**config.mk**
```make
export PLATFORM = sky130hd
export DESIGN_NAME = sssp_ctrl
export DESIGN_NICKNAME = d
export VERILOG_FILES = /design/src/rtl/sssp_pkg.sv /design/src/rtl/sssp_ctrl.sv
export SDC_FILE = /design/constraint.sdc
export NUM_CORES = 1
export LEC_CHECK = 0
export BUFFER_PORTS_ARGS = -buffer_cell sky130_fd_sc_hd__buf_2
export CORE_AREA = 2 2 39 41
export CTS_BUF_LIST = sky130_fd_sc_hd__clkbuf_4
export DETAILED_ROUTE_END_ITERATION = 6
export DIE_AREA = 0 0 41 43
export PLACE_DENSITY = 0.63
export REMOVE_ABC_BUFFERS = 1
export SYNTH_ARGS = -nofsm -noshare
export SYNTH_HDL_FRONTEND = slang
export SYNTH_SLANG_ARGS = --single-unit
export TNS_END_PERCENT = 50
```
**constraint.sdc**
```tcl
create_clock -name clk -period 2.6 [get_ports clk]
set_clock_uncertainty 0.1 [all_clocks]
set_input_delay 0.13 -clock clk [delete_from_list [all_inputs] [get_ports clk]]
set_output_delay 0.13 -clock clk [all_outputs]
set_load 0.005 [all_outputs]
```
**src/rtl/sssp_pkg.sv**
```systemverilog
// Shared widths, opcodes and controller/datapath handshake structs.
package sssp_pkg;

	localparam int VERT_W   = 6;
	localparam int VCNT_W   = 7;
	localparam int WEIGHT_W = 32;
	localparam int COST_W   = 38;
	localparam int EDGE_W   = 2 * VERT_W + WEIGHT_W;

	localparam logic [VCNT_W-1:0] VCNT_RESET = 7'd64;

	localparam logic OP_EDGE = 1'b0;
	localparam logic OP_RUN  = 1'b1;

	typedef struct packed {
		logic accept;
		logic init_src;
		logic scan_init;
		logic scan_rd;
		logic settle;
		logic edge_eval;
		logic relax;
		logic out_init;
		logic out_rd;
		logic out_load;
		logic out_next;
	} cmd_t;

	typedef struct packed {
		logic run_fire;
		logic src_ok;
		logic scan_last;
		logic found;
		logic edge_none;
		logic edge_last;
		logic out_fire;
		logic out_last;
	} stat_t;

endpackage

```
**src/rtl/sssp_ctrl.sv**
```systemverilog
// Controller: sequences init, min scan, edge relaxation and result output.
module sssp_ctrl import sssp_pkg::*; (
	input  logic  clk,
	input  logic  arst_n,
	input  stat_t stat,
	output cmd_t  cmd
);

	typedef enum logic [3:0] {
		S_IDLE, S_INIT, S_SCAN, S_TAIL, S_PICK, S_EDGE_RD, S_EDGE_EVAL,
		S_RELAX, S_OUT_RD, S_OUT_LOAD, S_OUT_WAIT
	} state_t;

	state_t state_q, state_d;

	// decode commands and next state
	always_comb begin
		cmd     = '0;
		state_d = state_q;
		unique case (state_q)
			S_IDLE: begin
				cmd.accept = 1'b1;
				if (stat.run_fire) state_d = S_INIT;
			end
			S_INIT: begin
				if (stat.src_ok) begin
					cmd.init_src  = 1'b1;
					cmd.scan_init = 1'b1;
					state_d       = S_SCAN;
				end else begin
					cmd.out_init = 1'b1;
					state_d      = S_OUT_RD;
				end
			end
			S_SCAN: begin
				cmd.scan_rd = 1'b1;
				if (stat.scan_last) state_d = S_TAIL;
			end
			S_TAIL: begin
				state_d = S_PICK;
			end
			S_PICK: begin
				if (stat.found) begin
					cmd.settle = 1'b1;
					if (stat.edge_none) begin
						cmd.scan_init = 1'b1;
						state_d       = S_SCAN;
					end else begin
						state_d = S_EDGE_RD;
					end
				end else begin
					cmd.out_init = 1'b1;
					state_d      = S_OUT_RD;
				end
			end
			S_EDGE_RD: begin
				state_d = S_EDGE_EVAL;
			end
			S_EDGE_EVAL: begin
				cmd.edge_eval = 1'b1;
				state_d       = S_RELAX;
			end
			S_RELAX: begin
				cmd.relax = 1'b1;
				if (stat.edge_last) begin
					cmd.scan_init = 1'b1;
					state_d       = S_SCAN;
				end else begin
					state_d = S_EDGE_RD;
				end
			end
			S_OUT_RD: begin
				cmd.out_rd = 1'b1;
				state_d    = S_OUT_LOAD;
			end
			S_OUT_LOAD: begin
				cmd.out_load = 1'b1;
				state_d      = S_OUT_WAIT;
			end
			S_OUT_WAIT: begin
				if (stat.out_fire) begin
					if (stat.out_last) begin
						state_d = S_IDLE;
					end else begin
						cmd.out_next = 1'b1;
						state_d      = S_OUT_RD;
					end
				end
			end
			default: state_d = S_IDLE;
		endcase
	end

	// hold state
	always_ff @(posedge clk or negedge arst_n) begin
		if (!arst_n) begin
			state_q <= S_IDLE;
		end else begin
			state_q <= state_d;
		end
	end

endmodule

```
==> run summary <==
drt total wl: 1.10 mm
Diodes inserted: 0
P_int: 0.000321 W
DRC Markers: 0
RR Startpoint: state_q[1]
Worst-Skew Late Latency: 0.23 ns
Worst Setup EP: cmd[8]
Cell Rows: 14
clock sinks: 4
total gr overflow: 0
CTS Root Cell: clkbuf_4
Max IR drop VDD: 0.000367 V
power share of the combinational group: 0.516
CP peak stage delay: 0.56 ns
Crit-path slowest cell: dfrtp_1
status: completed
Max Slew Vio Count: 0
Die W: 41 um
Overall Global Routing Usage: 0.140
clock share of power: 0.114
final setup fails: 0
number of DRC markers in iteration 0: 9
Final nets: 89
measured slew at the worst slew-check pin: 0.643 ns
Tmin final: 1.95 ns
FF-to-FF End: state_q[1]
largest net degree at the start of global routing: 22
P per Cell Area: 1090 nW/um2
Critical Path Sink Type: output port
layout cells sized above 1: 0.364
IO buf count: 20
Worst Hold Class: in -> reg
max_cap viols: 0
IO Pins: 21
total core area: 1380 um2
worst reg-to-reg path cell count: 4
overall via count from detail_route: 495
CTS tree: done
Fillers: 157
number of CTS-inserted buffers: 3
Yosys cell types: 28
CP Launch Point: state_q[3]
Synth Warn #: 0
clock-pin slew on the worst setup and hold paths: 0.04 ns
most flop-heavy register: state_q
initial core utilization: 0.335
Post-CTS Setup Inserts: 0
Post-DP HPWL: 796 um
die footprint: 1760 um2
WP data arrival: 1.72 ns
crit path cell chain: nand2b_4 > nor4b_4 > o2bb2ai_2 > buf_2
commonest non-fill, non-tap cell in the layout: buf_2
vias in the first global route: 415
leak pwr: 0.287 nW
sequential power share: 0.370
DR vias/cell: 5.32
Cells after Synth: 59
sw frac: 0.494
wire per inst: 11.8 um
Die Ht: 43 um
CP Data Required Time: 2.37 ns
Hold Vio Cnt, Final: 0
sw power: 0.000313 W
number of nets with antenna violations after routing: 0
worst rel slew slack: 0.572
FF+latch area: 100 um2
R2R Setup Slk: 0.89 ns
RSZ-0062 raised after global routing: no
flops & latches, synth: 4
Worst Path Max Fanout: 17
max FFs per register: 4
most frequent cells in the layout: 20 x buf_2, 6 x nor2_1, 5 x nor3_1
Seq/Total Area, Yosys: 0.216
top flop regs: state_q x4
Post-Syn Area: 464 um2
H-tree depth: 1
setup TNS: 0 ns
Max Clk Rate: 513 MHz
antenna violations before repair: 0
Crit Path Class: reg -> out
Multi-input gate area: 320 um2
Placer Congestion: 0.686
share of the clock period used by the worst path: 0.750
Syn Area/Cell: 7.87 um2
wire length of the first global-routing pass: 1.77 mm
CP Launch Type: flip-flop
Area Overhead vs Synth: 25.9%
Pre-Repair DR Iteration Count: 4
fin util: 0.422
clk buf depth: 2
metrics by stage:
| step | std cells | setup slack, ns | cell area (um2) | power, W | hold slack (ns) |
|---|---|---|---|---|---|
| 3_3_place_gp | 89 | 0.920 | 552 | 0.000555 | -0.164 |
| 2_1_floorplan | 53 | 1.10 | 432 | 0.000443 | -0.266 |
| 5_1_grt | 93 | 0.557 | 584 | 0.000694 | 0.142 |
| 4_1_cts | 93 | 0.644 | 584 | 0.000639 | 0.125 |
| 3_5_place_dp | 89 | 0.887 | 552 | 0.000564 | -0.164 |
| 6_report | 93 | 0.651 | 584 | 0.000634 | 0.122 |
critical path: cells and delay by family, from the launching register on:
family                 cells  cell delay, ns
buffers and inverters      1            0.14
AO/OA/AOI/OAI              1            0.17
AND/OR/NAND/NOR            2            0.63
flip-flops                 1            0.56
worst min-delay path by stage:
stage | start | depth (start not counted) | slack, ns | end
after floorplan | arst_n | 0 | -0.27 | state_q[0]
after global placement | arst_n | 1 | -0.16 | state_q[2]
after detailed placement | arst_n | 1 | -0.16 | state_q[2]
after CTS | arst_n | 2 | 0.13 | state_q[2]
after global routing | stat[3] | 3 | 0.14 | state_q[2]
final | stat[3] | 3 | 0.12 | state_q[2]
power by group through the flow:
stage	registers (W)	clock network [W]	logic (W)
after floorplan	0.000199	0	0.000244
after global placement	0.000231	0	0.000323
after detailed placement	0.000236	0	0.000329
after CTS	0.000234	0.0000741	0.000331
after global routing	0.000251	0.0000788	0.000364
final	0.000235	0.0000725	0.000327
layer usage:
metal  part of all wire  track usage  up-vias
li1                   -            -      258
met1               0.48        0.213      223
met2               0.47        0.203       14
met3              0.048       0.0157        0
met4                  0       0.0400        0
met5                  0            0        -
cells by family after synthesis:
kind of cell / Yosys count / share of synthesized area
buffers and inverters: 9 / 0.0943
AO/OA/AOI/OAI: 14 / 0.240
flip-flops: 4 / 0.216
AND/OR/NAND/NOR: 30 / 0.402
multiplexers: 2 / 0.0485
timing repair:
item | 4_1_cts | 5_1_grt
hold endpoints to repair | 4 | 0
gates resized for setup | 0 | 0
setup endpoints to repair | 0 | 0
hold buffers | 1 | 0
synth_stat cells:
library cell / instances / area share
o21ai_0: 1 / 0.011
nor2_1: 6 / 0.049
dfrtp_1: 4 / 0.22
nand2b_4: 1 / 0.030
nand3_1: 1 / 0.011
and3_1: 1 / 0.013
nand3b_1: 1 / 0.016
nor3_1: 5 / 0.054
mux2_1: 2 / 0.049
inv_1: 3 / 0.024
o32ai_1: 2 / 0.038
a221o_1: 1 / 0.022
nor3b_1: 2 / 0.032
a21oi_1: 4 / 0.043
a21o_1: 1 / 0.016
o21a_1: 1 / 0.016
nand2_1: 4 / 0.032
nor4_1: 3 / 0.040
nor4b_4: 1 / 0.051
nand2b_1: 3 / 0.040
buf_4: 1 / 0.016
a2111oi_2: 1 / 0.032
o2bb2ai_2: 1 / 0.032
buf_2: 5 / 0.054
and3b_1: 1 / 0.019
a21oi_2: 1 / 0.019
o21ai_1: 1 / 0.011
nand4_1: 1 / 0.013
final cells by class:
cell class                      instances  area share
Clock buffer                            3      0.0385
Multi-Input combinational cell         46       0.548
Inverter                                3      0.0193
Timing Repair Buffer                   21       0.188
Sequential cell                         4       0.171
Tap cell                               16      0.0343
No activity file was read; power rests on OpenSTA's default activity.
